### src/rtl/hse_pkg.sv
// ----------------------------------------------------------------------------
// hse_pkg: shared types and constants of the heap sort engine
// Key width, store depth, counter width, control state and cell control.
// ----------------------------------------------------------------------------
package hse_pkg;

	localparam int MAX_KEYS = 64;
	localparam int KEY_W    = 32;
	localparam int CNT_W    = $clog2(MAX_KEYS + 1);

	typedef logic signed [KEY_W-1:0] key_t;
	typedef logic [CNT_W-1:0]        cnt_t;

	typedef enum logic [0:0] {
		ST_FILL,
		ST_DRAIN
	} state_t;

	typedef struct packed {
		logic ins;
		logic shf;
		key_t key;
	} cell_ctl_t;

endpackage

### src/rtl/hse_ctrl.sv
// ----------------------------------------------------------------------------
// hse_ctrl: fill and drain sequencer
// Counts stored keys, flags dropped keys and drives both stream handshakes.
// ----------------------------------------------------------------------------
module hse_ctrl (
	input  logic               clk,
	input  logic               arst_n,
	input  logic               s_tvalid,
	input  logic               s_tlast,
	input  hse_pkg::key_t      s_key,
	output logic               s_tready,
	output logic               m_tvalid,
	input  logic               m_tready,
	output logic               m_tlast,
	output logic               m_tuser,
	output hse_pkg::cell_ctl_t ctl,
	output hse_pkg::cnt_t      count
);

	hse_pkg::state_t state_q, state_d;
	hse_pkg::cnt_t   count_q;
	logic            dropped_q;
	logic            in_acc, out_acc, full, out_end;

	assign full    = (count_q == hse_pkg::CNT_W'(hse_pkg::MAX_KEYS));
	assign in_acc  = s_tvalid && s_tready;
	assign out_acc = m_tvalid && m_tready;
	assign out_end = out_acc && (count_q == hse_pkg::CNT_W'(1));

	always_comb begin
		state_d = state_q;
		unique case (state_q)
			hse_pkg::ST_FILL: begin
				if (in_acc && s_tlast) state_d = hse_pkg::ST_DRAIN;
			end
			hse_pkg::ST_DRAIN: begin
				if (out_end) state_d = hse_pkg::ST_FILL;
			end
			default: state_d = hse_pkg::ST_FILL;
		endcase
	end

	always_comb begin
		s_tready = 1'b0;
		m_tvalid = 1'b0;
		unique case (state_q)
			hse_pkg::ST_FILL:  s_tready = 1'b1;
			hse_pkg::ST_DRAIN: m_tvalid = 1'b1;
			default: ;
		endcase
	end

	assign m_tlast = (count_q == hse_pkg::CNT_W'(1));
	assign m_tuser = dropped_q;
	assign count   = count_q;

	always_comb begin
		ctl.ins = in_acc && !full;
		ctl.shf = out_acc;
		ctl.key = s_key;
	end

	always_ff @(posedge clk or negedge arst_n) begin
		if (!arst_n) begin
			state_q   <= hse_pkg::ST_FILL;
			count_q   <= '0;
			dropped_q <= 1'b0;
		end else begin
			state_q <= state_d;
			if (ctl.ins) begin
				count_q <= count_q + hse_pkg::CNT_W'(1);
			end else if (out_acc) begin
				count_q <= count_q - hse_pkg::CNT_W'(1);
			end
			if (in_acc && full) begin
				dropped_q <= 1'b1;
			end else if (out_end) begin
				dropped_q <= 1'b0;
			end
		end
	end

endmodule

### config.mk
export PLATFORM = sky130hd
export DESIGN_NAME = hse_ctrl
export DESIGN_NICKNAME = d
export VERILOG_FILES = /design/src/rtl/hse_pkg.sv /design/src/rtl/hse_ctrl.sv
export SDC_FILE = /design/constraint.sdc
export NUM_CORES = 1
export LEC_CHECK = 0
export ABC_AREA = 1
export BUFFER_PORTS_ARGS = -buffer_cell sky130_fd_sc_hd__buf_2
export CORE_ASPECT_RATIO = 1.5
export CORE_MARGIN = 1.5
export CORE_UTILIZATION = 40
export CTS_CLUSTER_SIZE = 16
export DETAILED_ROUTE_END_ITERATION = 8
export PLACE_DENSITY = 0.86
export SLEW_MARGIN = 20
export SYNTH_ARGS = -nofsm -noshare
export SYNTH_HDL_FRONTEND = slang
export SYNTH_SLANG_ARGS = --single-unit
### constraint.sdc
create_clock -name clk -period 3.9 [get_ports clk]
set_input_delay 0.975 -clock clk [delete_from_list [all_inputs] [get_ports clk]]
set_output_delay 0.975 -clock clk [all_outputs]
set_load 0.05 [all_outputs]
# --- After elaboration in Yosys (flattened, before gate mapping) ---
# Cells that the tools add are included.
totals:
  regBits: 9
  out_inout_bits: 45
  word_cells: 26
classes:
  n_addsub: 2
  eq_ne: 2
  mux: 9
  bitwise_logic: 1
  reduce_logical: 9
op_table:
  columns: ["op", "count"]
  rows:
  - ["2-to-1 mux 7 bit", 2]
  - ["adder 7 x 1 -> 7 bit, second input constant", 1]
  - ["== test 7 x 1 -> 1 bit, second input constant", 1]
  - ["== test 7 bit, second input constant", 1]
  - ["subtractor 7 x 1 -> 7 bit, second input constant", 1]
  - ["logical AND 1 bit", 6]
  - ["2-to-1 mux 1 bit", 6]
  - ["nonzero test 2 bit", 2]
  - ["one-hot mux 1 bit (2 select lines)", 1]
  - ["logical NOT 1 bit", 1]
  - ["NOT 1 bit", 1]

# --- Longest topological paths before layout ---
# Gate-level depths: netlist of run 1.
logic_depth:
  word_depth: 5
  mapped_depth: 11

# --- Worst setup path before layout of run 1 ---
# OpenSTA, ideal clock, no wires.
synth_timing:
  path_kind: "register to output"
  startpoint: "reg count_q[0], in the netlist count[0]"
  endpoint: "out m_tlast"
  t_arrival_ns: 2.069
  setup_slack_ns: 0.856
  stages_incl_launch_ff: 4
  path_buffers: 0
  cell_sequence: "dfrtp_1 ha_1 inv_1 nor3_1"
synth_via:
  elab_chain_cells: 1
synth_lines:
  columns: ["element", "line_no", "rtl"]
  rows:
  - ["start: declaration", "hse_ctrl.sv:21", "hse_pkg::cnt_t count_q;"]
  - ["start signal: assignment", "hse_ctrl.sv:71", "count_q <= count_q + hse_pkg::CNT_W'(1);"]
  - ["start signal: assignment", "hse_ctrl.sv:73", "count_q <= count_q - hse_pkg::CNT_W'(1);"]
  - ["== test 7 x 1 -> 1 bit", "hse_ctrl.sv:53", "assign m_tlast = (count_q == hse_pkg::CNT_W'(1));"]
  - ["end: declaration", "hse_ctrl.sv:14", "output logic m_tlast,"]
# No other way between the ends.

==> metrics.cfg, run 1 <==
[final_layout]
syn_to_final_growth_pct=-12.3
layout-drive-gt1-share_pct=30.3
antenna_cells=0
final_cell_mix=28 x nand2_1, 17 x buf_2, 12 x inv_1, 9 x nand3_1, 9 x dfrtp_1
nets=150
n_fill_cell=220
final_core_util_pct=38.0
layout_commonest_cell=nand2_1

[setup_path]
crit_family=buffers and inverters
path_max_fanout=7
path_class=register to output pin
cp_slowest_cell=dfrtp_1
crit_path_end_kind=output pin
slowest_delay_ps=480
crit_buf_inv=4
cp-start-kind=register
crit_chain=inv_1 > ha_1 > nand2_1 > clkinv_1 > nand3_4 > nand2_4 > inv_4 > buf_2
arrival_ps=1800
required_ps=2920

[timing]
max_freq_mhz=360
rsz0062_at_grt=false
min_period_ps=2780
slew_viol_final=0
tightest_slew_ps=299
layout_setup_ws_ps=1120
slew_headroom_pct=80.0
clock_skew_ps=2.45
setup_violations=0
tns_ps=0
finalCritPeriodShare_pct=71.2
hold_viol=0

[route]
firstDrtPassIters=6
drcViolationCount=0
routed-wl-met3_microns=191
vias=668
avgRoutedWirePerCell_microns=13.5
top_layer=met4
drt_iter0_drc=13
wl_microns=1760
wl_met2_microns=904
vias_per_cell=5.10
routedLengthMet1_microns=607
ant_nets=0

[synth]
synth_top_cell_area_share_pct=27.9
synth_area_sq_um=888
yosys_warnings=0
ys_ff_latch=9
syn_inst=121
synth_area_leaders=buf_4 28%, dfrtp_1 25%, nand2_1 12%
synthDistinctLibCells=22
ys_seq_area_share_pct=25.4
syn_avg_cell_area_sq_um=7.34
synth.net_count=161
synth_top_area_cell=buf_4
synth_edf_count=0
synth_flop_cell=dfrtp_1
synthArstFlopShare_pct=100

[global_route]
grt_pass1_wl_microns=2940
gr-total-overflow=0
grt_max_degree=10
track_usage_pct=15.8
grt_pass1_vias=686
antenna_found_initial=0

[power]
p_leak_nw=0.427
cellPowerDensity_nw_per_um2=1010
ir_drop_mv=0.463

[cts]
clkSinkCount=9
clk_pin_slew_worst_paths_ps=70
ctsHtreeMaxLevel=1
hold_buffers=0
clkLatencyLatePin_ps=280
cts_setup_buffers=0
ctsLongestPathBuffers=2
ctsResizeCount=0
cts_buffers=3
cts_tree=done
cts-root-buf=clkbuf_4

[die]
die_area_sq_um=2520
die_y_microns=60.7
die_x_microns=41.5
core_area_sq_um=2050
initial_utilization_pct=43.3
rows=20
io_pins=82

[status]
outcome=completed

[placed_design]
dpl.hpwl_microns=1370
pre_cts_slack_ps=1140
portBuffers=17
place.gp.congestion=0.827

[run]
maxCapViolCount=0

[worst_hold_path]
hold_class=register to register

==> layer usage <==
| metal | vias to the layer above | GRT usage, % |
|---|---|---|
| met5 | - | 0 |
| met4 | 0 | 13.8 |
| met3 | 7 | 8.04 |
| met2 | 38 | 25.4 |
| met1 | 303 | 14.9 |
| li1 | 320 | - |
==> per-stage QoR <==
stage	hold slack [ps]	total power [mW]	area (sq um)	cells
2_1_floorplan	679	0.683	888	121
3_3_place_gp	515	0.687	753	127
3_5_place_dp	528	0.710	753	127
4_1_cts	532	0.793	779	131
5_1_grt	546	0.850	779	131
6_report	528	0.787	779	131
==> worst paths after layout <==
kind / end / slack, ps / from / depth (start not counted)
worst max-delay path: ctl[33] / 1120 / count[0]$_DFFE_PN0P_ / 8
min in group asynchronous: count[5]$_DFFE_PN0P_ / 540 / arst_n / 1
worst min register to register: m_tuser$_DFFE_PN0P_ / 530 / m_tuser$_DFFE_PN0P_ / 2
worst max register to register: count[6]$_DFFE_PN0P_ / 2340 / count[0]$_DFFE_PN0P_ / 10
max in group asynchronous: count[2]$_DFFE_PN0P_ / 3180 / arst_n / 1
worst min-delay path: m_tuser$_DFFE_PN0P_ / 530 / m_tuser$_DFFE_PN0P_ / 2
==> worst min-delay path: stages (launching register included) <==
cell	delay, ps
dfrtp_1	380
inv_1	60
o21ai_1	60
==> cells in the mapped netlist, types with 2 or more instances <==
cell,count
nor3_1,2
nand2_1,28
o21ai_0,2
nand2_2,3
dfrtp_1,9
ha_1,3
nand3_1,9
o21ai_1,2
inv_2,2
nand4_1,4
nor2_2,3
buf_4,33
inv_1,12
==> registers in the layout, summed over array words and instances, names as in the netlist <==
| signal | count |
|---|---|
| count | 7 |
| m_tuser | 1 |
| state_q | 1 |
==> area by class of cell <==
class / instances / area, sq um / area share, %
Tap cell: 22 / 27.5 / 3.53
Timing Repair Buffer: 17 / 85.1 / 10.9
Clock buffer: 4 / 26.3 / 3.37
Sequential cell: 9 / 225 / 28.9
Inverter: 16 / 62.6 / 8.03
Multi-Input combinational cell: 63 / 353 / 45.3
==> cells by family (layout without fill, tap and decap cells) <==
group	after synthesis	count (layout)	synth area share [%]
simple gates	55	55	32.3
flops	9	9	25.4
buf+inv	49	37	34.9
xor+xnor	1	1	0.986
fa+ha+maj	3	3	4.23
compound gates	4	4	2.25
==> power by group <==
| part | total (mW) | switching (mW) | internal (mW) |
|---|---|---|---|
| clock network | 0.0801 | 0.0403 | 0.0399 |
| logic | 0.489 | 0.368 | 0.121 |
| registers | 0.218 | 0.0775 | 0.140 |
| total | 0.787 | 0.486 | 0.301 |
No activity file was read; power rests on OpenSTA's default activity.
==> run 2, diff against run 1 <==
--- a/config.mk
+++ b/config.mk
@@ -9,10 +9,10 @@
 export BUFFER_PORTS_ARGS = -buffer_cell sky130_fd_sc_hd__buf_2
 export CORE_ASPECT_RATIO = 1.5
 export CORE_MARGIN = 1.5
-export CORE_UTILIZATION = 40
+export CORE_UTILIZATION = 33
 export CTS_CLUSTER_SIZE = 16
 export DETAILED_ROUTE_END_ITERATION = 8
-export PLACE_DENSITY = 0.86
+export PLACE_DENSITY = 0.76
 export SLEW_MARGIN = 20
 export SYNTH_ARGS = -nofsm -noshare
 export SYNTH_HDL_FRONTEND = slang
==> constraint.sdc (replaced) <==
create_clock -name clk -period 2.5 [get_ports clk]
set_input_delay 0.625 -clock clk [delete_from_list [all_inputs] [get_ports clk]]
set_output_delay 0.625 -clock clk [all_outputs]
set_load 0.05 [all_outputs]
==> metrics.cfg, run 2 (same netlist as run 1, synthesis figures left out) <==
[timing]
tightest_slew_ps=303
slew_headroom_pct=79.8
tns_ps=0
slew_viol_final=0
rsz0062_at_grt=false
finalCritPeriodShare_pct=93.8
max_freq_mhz=426
layout_setup_ws_ps=154
hold_viol=0
min_period_ps=2350
setup_violations=0
clock_skew_ps=1.05

[route]
drcViolationCount=0
vias_per_cell=4.83
avgRoutedWirePerCell_microns=12.3
ant_nets=0
drt_iter0_drc=7
firstDrtPassIters=4
wl_microns=1780
vias=700

[cts]
clkSinkCount=9
clk_pin_slew_worst_paths_ps=70
cts_buffers=3
cts_tree=done
cts-root-buf=clkbuf_4
ctsLongestPathBuffers=2
clkLatencyLatePin_ps=270
ctsHtreeMaxLevel=1

[final_layout]
nets=150
stdcell_area_sq_um=806
antenna_cells=0
multi_input_area_sq_um=358
register_area_sq_um=226
final_cell_mix=28 x nand2_1, 16 x buf_2, 12 x inv_1, 9 x nand3_1, 8 x dfrtp_1
syn_to_final_growth_pct=-9.30
layout-drive-gt1-share_pct=32.1
largest_reg_flops=7
n_fill_cell=276
layout_commonest_cell=nand2_1

[placed_design]
placed_area_sq_um=776
portBuffers=17
pre_cts_slack_ps=399
place.gp.congestion=0.799
dpl.hpwl_microns=1320

[die]
io_pins=82
core_area_sq_um=2500
rows=22
die_x_microns=45.4
die_y_microns=66.5
die_area_sq_um=3020
initial_utilization_pct=35.5

[global_route]
met2_usage_pct=21.1
met3_usage_pct=3.79
busiest_layer=met2
grt_pass1_vias=646
grt_pass1_wl_microns=2820
antenna_found_initial=0
grt_max_degree=10
track_usage_pct=13.6
gr-total-overflow=0
use_met1_pct=12.1

[power]
switching_share_pct=61.6
switchingPower_mw=0.759
cellPowerDensity_nw_per_um2=1530
p_comb_share_pct=62.4
intPower_mw=0.473
clkPwrFrac_pct=9.8
ir_drop_mv=0.454
seqPwrFrac_pct=27.8
p_leak_nw=0.426

[setup_path]
arrival_ps=1720
crit_chain=inv_1 > ha_1 > nand2_1 > clkinv_1 > nand3_4 > nand2_4 > inv_4 > clkbuf_4
reg2reg_from=count[1]$_DFFE_PN0P_
startpoint=count[1]$_DFFE_PN0P_
path_class=register to output pin
slowest_delay_ps=420
path_max_fanout=6
cp_slowest_cell=dfrtp_1
crit_path_end_kind=output pin
required_ps=1880
cp-start-kind=register

[worst_hold_path]
hold_class=primary input to async pin

[run]
maxCapViolCount=0

[status]
outcome=completed

## run 2: cell types whose count changed in the layout (fill, tap and decap cells not counted), sizes merged
cell and delta:
clkbuf +1, buf -1
## run 2: layout make-up
cell class,count,area share [%]
well taps,36,5.59
inverters,16,7.76
flip-flops and latches,9,28.1
repair buffers,17,10.9
multi-input cells,63,44.4
clock buffers,4,3.26
## run 2: power by group through the flow
stage	Clock [mW]	Combinational, mW	Sequential (mW)
2_1_floorplan	0	0.497	0.572
3_3_place_gp	0	0.746	0.335
3_5_place_dp	0	0.761	0.342
4_1_cts	0.121	0.765	0.340
5_1_grt	0.131	0.835	0.357
6_report	0.121	0.769	0.343
## run 2: path summary, 6_finish.rpt
kind                                         to  slack, ps  cells after the start
setup / recovery                        ctl[33]        150                      8
hold / removal             count[2]$_DFFE_PN0P_        200                      1
setup reg to reg           count[4]$_DFFE_PN0P_        970                     10
hold reg to reg             m_tuser$_DFFE_PN0P_        520                      2
max in group asynchronous  count[0]$_DFFE_PN0P_       2100                      1
min in group clk            m_tuser$_DFFE_PN0P_        520                      2
## run 2: repair_timing
action	in CTS	in global routing
hold buffers	0	0
buffers inserted	0	0
endpoints found under the setup margin	0	1
resized for setup	0	2
## run 2: critical path, delay by kind of cell, from the launching register on
family | cells | cell delay [ps]
buffers and inverters | 4 | 510
flip-flops | 1 | 420
AND/OR/NAND/NOR | 3 | 260
adder cells (fa/ha/maj) | 1 | 250
## run 2: routing by layer
layer | vias to the layer above | share of wire, %
li1 | 323 | -
met2 | 43 | 48
met5 | - | 0
met3 | 25 | 11
met1 | 309 | 32
met4 | 0 | 8.5
## run 2: stage by stage
step           utilization (%)  total power [mW]  std cells  hold slack (ps)
2_1_floorplan                -              1.07        121              329
3_3_place_gp              31.0              1.08        141              497
3_5_place_dp              31.0              1.10        141              499
4_1_cts                   32.0              1.23        145              212
5_1_grt                   32.2              1.32        145              212
6_report                  32.2              1.23        145              199
