[src/rtl/hse_pkg.sv]
// ----------------------------------------------------------------------------
// hse_pkg: shared types and constants of the heap sort engine
// Key width, store depth, counter width, control state and cell control.
// ----------------------------------------------------------------------------
package hse_pkg;

	localparam int MAX_KEYS = 64;
	localparam int KEY_W    = 32;
	localparam int CNT_W    = $clog2(MAX_KEYS + 1);

	typedef logic signed [KEY_W-1:0] key_t;
	typedef logic [CNT_W-1:0]        cnt_t;

	typedef enum logic [0:0] {
		ST_FILL,
		ST_DRAIN
	} state_t;

	typedef struct packed {
		logic ins;
		logic shf;
		key_t key;
	} cell_ctl_t;

endpackage

[src/rtl/hse_cell.sv]
// ----------------------------------------------------------------------------
// hse_cell: one slot of the sorting chain
// Holds one key; makes room for an inserted key and shifts left on output.
// ----------------------------------------------------------------------------
module hse_cell (
	input  logic              clk,
	input  hse_pkg::cell_ctl_t ctl,
	input  logic              occ,
	input  logic              slot_free,
	input  hse_pkg::key_t     left_key,
	input  logic              left_gt,
	input  hse_pkg::key_t     right_key,
	output hse_pkg::key_t     key,
	output logic              gt
);

	hse_pkg::key_t key_q;

	assign gt  = occ && ($signed(key_q) > $signed(ctl.key));
	assign key = key_q;

	always_ff @(posedge clk) begin
		if (ctl.ins && (gt || slot_free)) begin
			key_q <= left_gt ? left_key : ctl.key;
		end else if (ctl.shf) begin
			key_q <= right_key;
		end
	end

endmodule

[config.mk]
export PLATFORM = sky130hd
export DESIGN_NAME = hse_cell
export DESIGN_NICKNAME = d
export VERILOG_FILES = /design/src/rtl/hse_pkg.sv /design/src/rtl/hse_cell.sv
export SDC_FILE = /design/constraint.sdc
export NUM_CORES = 1
export LEC_CHECK = 0
export ABC_AREA = 1
export BUFFER_PORTS_ARGS = -buffer_cell sky130_fd_sc_hd__buf_2
export CAP_MARGIN = 40
export CORE_UTILIZATION = 47
export CTS_BUF_LIST = sky130_fd_sc_hd__clkbuf_8 sky130_fd_sc_hd__clkbuf_16
export CTS_CLUSTER_SIZE = 20
export DETAILED_ROUTE_END_ITERATION = 7
export PLACE_DENSITY = 0.82
export SLEW_MARGIN = 25
export SYNTH_ARGS = -nofsm -noshare
export SYNTH_HDL_FRONTEND = slang
export SYNTH_SLANG_ARGS = --single-unit
[constraint.sdc]
create_clock -name clk -period 3.97 [get_ports clk]
set_input_delay 0.397 -clock clk [delete_from_list [all_inputs] [get_ports clk]]
set_output_delay 0.397 -clock clk [all_outputs]
set_load 0.02 [all_outputs]
Word-level counts from Yosys, hierarchy flattened --
Index checks and enable logic that the tools add are counted.
Storage, ports and cells: output and inout port bits 33, word-level logic and storage cells 9, flip-flop bits (word level) 32, input port bits 102
Operators by class: reduce and logical (&&, ||, !) cells 4, magnitude comparators 1, mux-type cells 3
Operators with widths (number):
- 2-to-1 mux 32 bit | 3
- greater-than comparator 32 bit | 1
- logical AND 1 bit | 2
- nonzero test 2 bit | 1
- logical OR 1 bit | 1

Longest topological paths before layout --
Gate-level depths: netlist of run 1.
word-level depth 5, gate-level depth with buffers 20, gate-level depth less buffers 19

Worst setup path before layout of run 1 --
No wires, ideal clock.
kind flip-flop to flip-flop, from register key_q[31], in the netlist key[31], to register key_q[0], in the netlist key[0], enable pin, setup time 0.389 ns, arrival 2.549 ns, clock period less this slack 2.939 ns, path slack 1.031 ns, stages on the path, launching flop included 13, buffers on the path 1, required time 3.581 ns, cells stage by stage edfxtp_1 -> ha_1 -> nand2_1 -> nor2_2 -> nand2_1 -> nor3b_2 -> nand2_1 -> nand3_1 -> nand3_2 -> nand2_4 -> nand2_4 -> buf_6 -> nand2_1
On the way: cells in the longest elaborated chain, start to end 5
Ends and longest elaborated chain:
- start: declaration | line hse_cell.sv:17 | hse_pkg::key_t key_q;
- start signal: assignment | line hse_cell.sv:24 | key_q <= left_gt ? left_key : ctl.key;
- start signal: assignment | line hse_cell.sv:26 | key_q <= right_key;
- greater-than comparator 32 bit | line hse_cell.sv:19 | assign gt = occ && ($signed(key_q) > $signed(ctl.key));
- logical AND 1 bit | line hse_cell.sv:19
- logical OR 1 bit | line hse_cell.sv:23 | if (ctl.ins && (gt || slot_free)) begin
- logical AND 1 bit | line hse_cell.sv:23
- nonzero test 2 bit (no line)
No other way between the ends. A chain may end at the register's enable or synchronous reset.

Worst setup path in the final report of run 1 --
from register key_q[27], in the netlist key[27], to register key_q[12], in the netlist key[12], enable pin
Same word-level chain as after synthesis.

==> summary.txt, run 1 <==
Synthesis
  – Largest family of logic cells by synthesized area: simple AND/OR/NAND/NOR gates
  – Synth Area in Compound Gates: 0.0998
  – Ys flop type: edfxtp_1
  – Synth Area in Simple Gates: 0.289
  – Syn_nets: 493
  – Register area share after synthesis: 0.360
  – Mapped Area: 0.00267 mm^2
  – Mux contribution to synthesized area: 0.00422
  – Post-synth EDFFs: 32
  – Synth Area in Adders: 0.150
  – Top cells by area, synth: edfxtp_1 (36%), nand2_1 (18%), ha_1 (15%), nand3_1 (6.7%), o21ai_0 (6.2%)
  – Post-synth top area cell: edfxtp_1
  – Post-Synth XOR/XNOR Area: 0
  – Syn Area/Cell: 7.44 um^2
  – Register bit total from synthesis: 32
  – Post-synth top area share: 0.360
  – Commonest cells post-synth: nand2_1 (131), inv_1 (43), nand3_1 (36), o21ai_0 (33)
  – Post-Synthesis Cells: 359
  – Cell with the most instances after synthesis: nand2_1
  – Cell variety after synth: 23
  – Async set-reset flop share out of synthesis: 0
  – Syn. warnings: 0

Power and ir drop
  – Pwr per Cell Area: 308 mW/mm^2
  – Switch share: 0.346
  – Int Power: 698 uW
  – Peak VDD IR: 170 uV
  – Sequential share of power: 0.425
  – Leak pwr: 0.00197 uW
  – Switch Pwr: 369 uW
  – Power Total: 1070 uW
  – Clock power share: 0.207
  – Logic pwr share: 0.368

Status
  – Status: complete, no violations

Placement
  – Final RePlAce weighted congestion: 0.790
  – Worst slack, placed: 948 ps
  – DP HPWL: 5.41 mm
  – IO Port Bufs: 134

STA
  – Setup TNS: 0 ps
  – Worst Max-Slew Pin Slew: 658 ps
  – Final clock skew: 7.44 ps
  – Final Critical Period: 2920 ps
  – Final setup fails: 0
  – Final hold violation count: 0
  – Fin crit share: 0.734
  – RSZ-0062 raised after global routing: no
  – Max Slew Vio Count: 0
  – Final setup margin: 1050 ps
  – Slew headroom: 0.562
  – F_max: 343 MHz

Clock network
  – Post-CTS Setup Bufs: 0
  – Clock slew at reported path FFs: 60 ps
  – Clock net sink count: 32
  – CTS tree: yes
  – CTS Buffer Depth: 2
  – Root Buffer: clkbuf_8
  – # hold bufs at CTS: 0
  – Number of H-tree levels: 2
  – Clock latency at the later pin of the worst-skew pair: 270 ps
  – Post_cts resized: 0
  – Inserted Clock Buffers: 5

Detailed routing
  – Starting DRT DRC Count: 149
  – Remaining DRCs: 0
  – Routed WL per cell: 12.2 um
  – Final wirelength: 6.84 mm
  – Antenna-violating nets left: 0
  – Vias post-DR: 2756
  – Vias per cell: 4.93
  – First-pass iteration count of the detailed router: 4

Setup path
  – R2r setup slk: 1050 ps
  – Reg2reg start: key[27]
  – CP cell instances: ha_1, a21oi_1, o21ai_0, nand2_1, nand2_1, a21oi_1, nand2_1, nand2_1, nand3_2, nand2_4, nand2_4, nand2_1, buf_4
  – Crit Reg-Reg Endpoint: key[12]
  – Reg2reg path depth: 13
  – Crit Path Max Fanout: 33
  – WP data arrival: 2880 ps
  – Startpoint types: flop
  – Critical path required time: 3940 ps
  – CP Class: flop to flop
  – Most frequent CP cell: nand2_1
  – Critical Path End Type: flop
  – Critical path's slowest cell: edfxtp_1
  – Slowest cell delay on critical path: 410 ps

Global routing
  – Largest net degree at the start of global routing: 34
  – Gr usage total: 0.237
  – GRT overflow: 0
  – Antenna violations before repair: 0
  – First-pass GRT wire length: 11.4 mm
  – Vias in the first global route: 2646

Floorplan
  – Row Count: 27
  – Die Ht: 77.4 um
  – Total core area: 0.00551 mm^2
  – Initial core utilization: 0.485
  – Die W: 77.4 um
  – Die area: 0.00599 mm^2
  – Boundary pin count: 135

Flow run
  – Max-cap check violation count: 0

Min path
  – Hold Startpoint: right_key[23]
  – Hold WC Path Type: input port to flop
  – Hold path endpoint: key[23]
  – Cell count of the worst hold path: 3

Layout
  – Layout overhead on the synthesized area: 29.6%
  – Largest register FFs: 32
  – Final #Nets: 621
  – Layout cells sized above 1: 0.308
  – Fill cells: 524
  – Inserted Diodes: 0
-- critical path: cells and delay by family (launching register included) --
family,cells,cell delay [ps]
buffers and inverters,1,300
and+or+nand+nor,8,1120
DFF,1,410
adders and majority gates,1,310
AOI/OAI and AO/OA,3,480
-- how the worst max path moves through the flow --
| stage | start | end | depth (start not counted) |
|---|---|---|---|
| finish | key[27] | key[12] | 13 |
| global route | key[31] | key[12] | 12 |
| CTS | key[31] | key[13] | 12 |
| detailed placement | ctl[11] | key[9] | 14 |
| global placement | ctl[31] | key[5] | 14 |
| floorplan | key[31] | key[0] | 12 |
-- cell usage in the layout, fill, tap and decap left out, drive strengths merged --
| master | Yosys | layout |
|---|---|---|
| nor3 | 1 | 1 |
| a41oi | 1 | 1 |
| o21ai | 33 | 33 |
| inv | 43 | 44 |
| buf | 7 | 138 |
| a21o | 1 | 1 |
| nor3b | 1 | 1 |
| nand3 | 37 | 37 |
| nand2 | 133 | 133 |
| nor2 | 9 | 9 |
| ha | 32 | 32 |
| nand4 | 1 | 1 |
| and3 | 1 | 1 |
| mux2 | 1 | 1 |
| edfxtp | 32 | 32 |
| o21a | 2 | 2 |
| a21oi | 14 | 14 |
| clkinv | 0 | 1 |
| clkbuf | 10 | 5 |
-- cell families after synthesis --
group           Yosys count
flops                    32
simple gates            183
compound gates           51
fa+ha+maj                32
buf+inv                  60
mux                       1
-- through the flow --
step	utilization	std cells	area (um^2)	hold slack (ps)
global route	0.628	559	3460	393
global placement	0.609	551	3350	669
CTS	0.628	559	3460	379
detailed placement	0.614	552	3380	670
finish	0.628	559	3460	384
floorplan	-	359	2670	576
-- layer usage --
| metal | vias up | global-route usage | wire length (um) |
|---|---|---|---|
| met5 | - | 0 | 0 |
| met3 | 5 | 0.0388 | 396 |
| met2 | 102 | 0.427 | 3380 |
| met1 | 1212 | 0.296 | 3020 |
| met4 | 0 | 0.0528 | 44 |
| li1 | 1437 | - | - |
-- power groups by stage --
stage / registers, uW / clock network (uW) / logic, uW
3_3_place_gp: 459 / 0 / 379
2_1_floorplan: 507 / 0 / 207
5_1_grt: 457 / 243 / 444
3_5_place_dp: 459 / 0 / 392
6_report: 453 / 221 / 393
4_1_cts: 453 / 227 / 395
-- cell type report --
cell class / instances / area, um^2 / share of cell area
clock buffer: 5 / 68.8 / 0.0199
inverter: 43 / 161 / 0.0467
tap: 72 / 90.1 / 0.0260
clock inverter: 2 / 8.76 / 0.00253
timing repair buffer: 138 / 721 / 0.208
sequential: 32 / 961 / 0.278
multi-input combinational: 267 / 1450 / 0.419
No activity file was read; power rests on OpenSTA's default activity.
==> run 2: changes to the inputs <==
--- a/config.mk
+++ b/config.mk
@@ -5,7 +5,7 @@
 export SDC_FILE = /design/constraint.sdc
 export NUM_CORES = 1
 export LEC_CHECK = 0
-export ABC_AREA = 1
+export ABC_AREA = 0
 export BUFFER_PORTS_ARGS = -buffer_cell sky130_fd_sc_hd__buf_2
 export CAP_MARGIN = 40
 export CORE_UTILIZATION = 47
==> constraint.sdc (replaced) <==
create_clock -name clk -period 2.7 [get_ports clk]
set_input_delay 0.27 -clock clk [delete_from_list [all_inputs] [get_ports clk]]
set_output_delay 0.27 -clock clk [all_outputs]
set_load 0.02 [all_outputs]
==> run 2 against run 1 <==
Net effect:
- the run now ends with setup timing left
- combinational power is 150% higher
- register-to-register slack worse by 1400 ps
- critical endpoint is now key[24]
- maximum frequency is 4.3% lower
- clock skew hardly changed
- clock-buffer cell count stayed put
==> summary.txt, run 2 <==
Status
  – Status: finished, violations left
  – Failing checks: setup timing

Clock network
  – CTS tree: yes
  – Inserted Clock Buffers: 5 (unchanged)
  – Clock slew at reported path FFs: 70 ps (about the same)
  – Clock net sink count: 32 (unchanged)
  – Clock latency at the later pin of the worst-skew pair: 290 ps (+20 ps)
  – CTS Buffer Depth: 2 (unchanged)
  – Number of H-tree levels: 2 (unchanged)
  – Root Buffer: clkbuf_8
  – # hold bufs at CTS: 0 (unchanged)

Floorplan
  – Die Ht: 77.6 um (+0.25%)
  – Boundary pin count: 135 (unchanged)
  – Row Count: 27 (unchanged)
  – Initial core utilization: 0.487 (+0.00250)
  – Total core area: 0.00551 mm^2 (unchanged)
  – Die W: 77.6 um (+0.25%)
  – Die area: 0.00602 mm^2 (+0.50%)

Synthesis
  – Ys flop type: edfxtp_1
  – Mapped Area: 0.00268 mm^2 (+0.52%)
  – Top cells by area, synth: edfxtp_1 (36%), mux2_4 (17%), ha_1 (15%), o21ai_0 (6.3%), nand2_1 (5.0%)
  – Post-synth EDFFs: 32 (unchanged)
  – Syn_nets: 394 (-20%)
  – Syn Area/Cell: 10.3 um^2 (+39%)
  – Post-synth top area cell: edfxtp_1
  – Cell variety after synth: 34 (+48%)
  – Commonest cells post-synth: nand2_1 (36), o21ai_0 (34), edfxtp_1 (32), ha_1 (32), inv_1 (32)
  – Cell with the most instances after synthesis: nand2_1
  – Async set-reset flop share out of synthesis: 0 (unchanged)
  – Register bit total from synthesis: 32 (unchanged)
  – Post-synth top area share: 0.358 (-0.00185)
  – Register area share after synthesis: 0.358 (-0.00185)
  – Post-Synthesis Cells: 260 (-28%)
  – Syn. warnings: 0 (unchanged)

Setup path
  – Critical Path End Type: flop
  – Crit Path Max Fanout: 8 (-76%)
  – Reg2reg start: key[6]
  – R2r setup slk: -350 ps (-1400 ps)
  – Crit Reg-Reg Endpoint: key[24]
  – Reg2reg path depth: 9 (-4)
  – Startpoint types: flop
  – CP Class: flop to flop
  – Critical path required time: 2740 ps (-1200 ps)
  – WP data arrival: 3080 ps (+200 ps)

Detailed routing
  – Starting DRT DRC Count: 119 (-20%)
  – Final wirelength: 8.35 mm (+22%)
  – Remaining DRCs: 0 (unchanged)
  – Vias per cell: 5.24 (+6.3%)
  – Antenna-violating nets left: 0 (unchanged)
  – Vias post-DR: 2735 (-0.76%)
  – First-pass iteration count of the detailed router: 6 (+2)
  – Routed WL per cell: 16.0 um (+31%)

Layout
  – Largest register FFs: 32 (unchanged)
  – Layout cells sized above 1: 0.564 (+0.256)
  – Final #Nets: 583 (-6.1%)
  – Most common cell after layout, fill and taps aside: buf_2
  – Fill cells: 364 (-31%)
  – Layout overhead on the synthesized area: 59.5%
  – Inserted Diodes: 0 (unchanged)
  – Final cell count without fillers: 522 (-6.6%)
  – Commonest non-fill, non-tap cells in the layout: buf_2 (133), buf_4 (47), nand2_1 (36), inv_1 (34), o21ai_0 (33)

STA
  – Final setup fails: 65 (+65)
  – Final hold violation count: 0 (unchanged)
  – Final clock skew: 7.13 ps (-0.311 ps)
  – Final setup margin: -346 ps (-1400 ps)
  – RSZ-0062 raised after global routing: yes
  – F_max: 328 MHz (-4.3%)
  – Fin crit share: 1.13 (+0.394)
  – Setup TNS: -20190 ps (-20190 ps)
  – Worst Max-Slew Pin Slew: 362 ps (-295 ps)
  – Max Slew Vio Count: 0 (unchanged)
  – Final Critical Period: 3050 ps (+131 ps)
  – Slew headroom: 0.758 (+0.197)

Placement
  – Final RePlAce weighted congestion: 0.794 (+0.43%)
  – Dpl cells: 495 (-10%)
  – IO Port Bufs: 134 (unchanged)
  – DP HPWL: 5.81 mm (+7.5%)

Min path
  – Hold Startpoint: right_key[11]
  – Hold path endpoint: key[11]
  – Cell count of the worst hold path: 2 (-1)
  – Hold WC Path Type: input port to flop

Global routing
  – First-pass GRT wire length: 12.1 mm (+6.7%)
  – Largest net degree at the start of global routing: 33 (-2.9%)
  – Met1 Use GR: 0.289 (-0.00737)
  – Antenna violations before repair: 0 (unchanged)
  – GR peak layer: met2
  – Gr usage total: 0.257 (+0.0197)
  – M3 GR Usage: 0.0506 (+0.0118)
  – Met2 usage: 0.476 (+0.0496)
  – GRT overflow: 0 (unchanged)
  – Vias in the first global route: 2720 (+2.8%)

Power and ir drop
  – Leak pwr: 0.00218 uW (+11%)
  – Peak VDD IR: 269 uV (+58%)
  – Pwr per Cell Area: 474 mW/mm^2 (+54%)

Flow run
  – Max-cap check violation count: 0 (unchanged)
run 2: changes by cell type after synthesis, sizes merged, moves of 4 or more:
cell / before / now
nand2: 133 / 36
mux2: 1 / 33
nand3: 37 / 5
inv: 43 / 32
nand4: 1 / 8
nor2: 9 / 3
buf: 7 / 3
run 2: logic make-up after synthesis:
logic type	synth area share
simple gates	0.117
compound gates	0.128
buf+inv	0.0671
mux	0.180
fa+ha+maj	0.149
flops	0.358
run 2: worst max-delay path: stages, from the launching register on:
cell and delay, ps:
edfxtp_1 450, ha_4 310, nand4_1 120, or4_4 530, o21a_1 210, and3_1 140, a22o_1 220, nor2_4 280
clkbuf_16 230, mux2_4 300
run 2: worst max path at each step:
stage | from | endpoint | slack (ps) | cells after the start
final | key[6] | key[24] | -350 | 9
after global routing | key[6] | key[20] | -400 | 9
after CTS | key[22] | key[31] | -240 | 9
after detailed placement | key[13] | key[31] | -240 | 9
after global placement | key[14] | key[0] | -210 | 9
after floorplan | key[23] | key[10] | -280 | 9
run 2: report_power, final:
group | internal (uW) | switching [uW]
Sequential | 643 | 53.4
Clock | 172 | 181
Combinational | 537 | 442
Total | 1350 | 676
run 2: per-layer routing:
layer  share of wire  vias to the layer above
li1                -                     1318
met1            0.38                     1279
met2            0.53                      117
met3           0.060                       21
met4           0.025                        0
met5               0                        -
run 2: layout make-up:
class | count | area, um^2 | share of cell area
tap | 72 | 90.1 | 0.0210
inverter | 32 | 120 | 0.0281
clock buffer | 5 | 68.8 | 0.0161
clock inverter | 3 | 11.3 | 0.00263
sequential | 32 | 961 | 0.224
timing repair buffer | 192 | 1290 | 0.301
multi-input combinational | 186 | 1740 | 0.407
run 2: metrics by stage:
stage,util,setup WS [ps],hold slack (ps),cell area (um^2),total power [uW]
after floorplan,-,-281,474,2730,1170
after global placement,0.684,-206,560,3770,1470
after detailed placement,0.684,-238,562,3770,1510
after CTS,0.731,-238,275,4020,1920
after global routing,0.778,-399,274,4280,2130
final,0.778,-346,284,4280,2030
run 2: timing repair:
item	CTS	global route
cloned	3	3
gates resized for setup	10	13
buffers inserted	5	8
pin swaps	3	14
endpoints found under the setup margin	65	65
==> run 3: changes to the inputs <==
--- a/config.mk
+++ b/config.mk
@@ -8,6 +8,7 @@
 export ABC_AREA = 0
 export BUFFER_PORTS_ARGS = -buffer_cell sky130_fd_sc_hd__buf_2
 export CAP_MARGIN = 40
+export CORE_ASPECT_RATIO = 0.5
 export CORE_UTILIZATION = 47
 export CTS_BUF_LIST = sky130_fd_sc_hd__clkbuf_8 sky130_fd_sc_hd__clkbuf_16
 export CTS_CLUSTER_SIZE = 20
==> run 3 against run 2 <==
Net effect:
- the flow still finishes with violations (setup timing)
- maximum frequency increased by 0.79%
- wire length shrank 1.9%
- sequential power is essentially flat
- utilization shrank 3.3 points
- flip-flop and latch count unchanged
- via count down 2.3%
- power up 5.5%
- critical endpoint is now key[2]
- largest cell class unchanged
- largest power group unchanged
==> summary.txt, run 3 (same netlist as run 2, synthesis figures left out) <==
Status
  – Status: finished, violations left
  – Failing checks: setup timing

Placement
  – Final RePlAce weighted congestion: 0.858 (+8.0%)
  – Worst slack, placed: -259 ps (-20.9 ps)
  – Dpl cells: 487 (-1.6%)
  – IO Port Bufs: 134 (unchanged)
  – DP HPWL: 5.46 mm (-6.1%)

Layout
  – Final #Nets: 565 (-3.1%)
  – Layout overhead on the synthesized area: 52.3%
  – Final cell count without fillers: 504 (-3.4%)
  – Layout cells sized above 1: 0.548 (-0.0169)
  – Inserted Diodes: 0 (unchanged)
  – Largest register FFs: 32 (unchanged)
  – Most common cell after layout, fill and taps aside: buf_2
  – Commonest non-fill, non-tap cells in the layout: buf_2 (133), nand2_1 (36), buf_4 (34), inv_1 (33)

Detailed routing
  – Antenna-violating nets left: 0 (unchanged)
  – Final wirelength: 8.18 mm (-1.9%)
  – Routed WL per cell: 16.2 um (+1.6%)
  – Vias per cell: 5.30 (+1.2%)
  – First-pass iteration count of the detailed router: 5 (-1)
  – Vias post-DR: 2672 (-2.3%)
  – Starting DRT DRC Count: 166 (+39%)
  – Remaining DRCs: 0 (unchanged)

Setup path
  – Critical path required time: 2730 ps (about the same)
  – Startpoint types: flop
  – Critical Path End Type: flop
  – Crit Path Max Fanout: 6 (-2)
  – WP data arrival: 3050 ps (-30 ps)
  – CP Class: flop to flop

Flow run
  – Max-cap check violation count: 0 (unchanged)

Floorplan
  – Boundary pin count: 135 (unchanged)
  – Die Ht: 55.4 um (-29%)
  – Total core area: 0.00549 mm^2 (-0.27%)
  – Row Count: 19 (-30%)
  – Die W: 109 um (+40%)
  – Die area: 0.00603 mm^2 (+0.31%)
  – Initial core utilization: 0.489 (+0.00133)

Clock network
  – CTS Buffer Depth: 2 (unchanged)
  – # hold bufs at CTS: 0 (unchanged)
  – CTS tree: yes
  – Clock slew at reported path FFs: 60 ps (about the same)
  – Number of H-tree levels: 2 (unchanged)
  – Clock net sink count: 32 (unchanged)
  – Inserted Clock Buffers: 5 (unchanged)
  – Root Buffer: clkbuf_16
  – Clock latency at the later pin of the worst-skew pair: 280 ps (about the same)

STA
  – Max Slew Vio Count: 0 (unchanged)
  – Slew headroom: 0.576 (-0.182)
  – Worst Max-Slew Pin Slew: 635 ps (+273 ps)
  – F_max: 331 MHz (+0.79%)
  – RSZ-0062 raised after global routing: yes
  – Final Critical Period: 3020 ps (-23.7 ps)
  – Final hold violation count: 0 (unchanged)
  – Final setup margin: -322 ps (+23.7 ps)
  – Fin crit share: 1.12 (-0.00880)
  – Final setup fails: 65 (unchanged)
  – Final clock skew: 5.61 ps (-1.53 ps)

Global routing
  – Largest net degree at the start of global routing: 43 (+30%)
  – Antenna violations before repair: 0 (unchanged)
  – Gr usage total: 0.246 (-0.0113)
  – GRT overflow: 0 (unchanged)
  – First-pass GRT wire length: 11.4 mm (-5.6%)
  – Vias in the first global route: 2536 (-6.8%)

Power and ir drop
  – Leak pwr: 0.00208 uW (-4.4%)
  – Pwr per Cell Area: 523 mW/mm^2 (+11%)
  – Peak VDD IR: 303 uV (+13%)

Min path
  – Hold WC Path Type: input port to flop
run 3: through the flow:
stage	setup TNS, ps	util	area (um^2)	total power [uW]	hold slack (ps)
after global placement	-12710	0.667	3660	1430	558
after global routing	-24180	0.744	4090	2230	292
after CTS	-14180	0.714	3920	2050	283
after floorplan	-15990	-	2730	1170	474
after detailed placement	-15320	0.667	3660	1460	566
final	-18140	0.744	4090	2140	294
run 3: final timing paths:
path	start	depth (start not counted)	slack, ps	to
worst max register to register	key[13]	10	-320	key[2]
worst max-delay path	key[13]	10	-320	key[2]
worst min-delay path	right_key[27]	2	290	key[27]
worst min register to register	key[31]	8	1590	key[13]
run 3: repair_timing:
item,4_1_cts,5_1_grt
endpoints found under the hold margin,0,0
gates cloned,1,3
buffers inserted,3,7
resized for setup,13,17
pin swaps,2,16
setup endpoints to repair,65,65
run 3: final cells by class:
cell class                 count  area [um^2]
tap                           73         91.3
timing repair buffer         174         1050
sequential                    32          961
clock inverter                 2         8.76
fill                         349         1410
clock buffer                   5          125
multi-input combinational    186         1730
inverter                      32          120
run 3: layer usage:
| layer | vias to the layer above | wire (um) | share of wire | global-route usage |
|---|---|---|---|---|
| met5 | - | 0 | 0 | 0 |
| met4 | 0 | 201 | 0.025 | 0.0830 |
| met3 | 23 | 407 | 0.050 | 0.0437 |
| met2 | 109 | 4160 | 0.51 | 0.450 |
| met1 | 1257 | 3420 | 0.42 | 0.287 |
| li1 | 1283 | - | - | - |
run 3: where the power goes:
part / total, uW / switching (uW) / internal (uW)
Combinational: 908 / 437 / 471
Sequential: 695 / 51.5 / 644
Clock: 535 / 204 / 331
Total: 2140 / 693 / 1450
run 3: worst max-delay path: stages (launching register included):
cell and delay [ps]:
edfxtp_1 470, ha_4 310, nand4_1 100, or4_4 560, o21a_1 210, and3_1 150
a22o_1 240, nor2_4 130, buf_12 140, buf_6 150, mux2_4 310
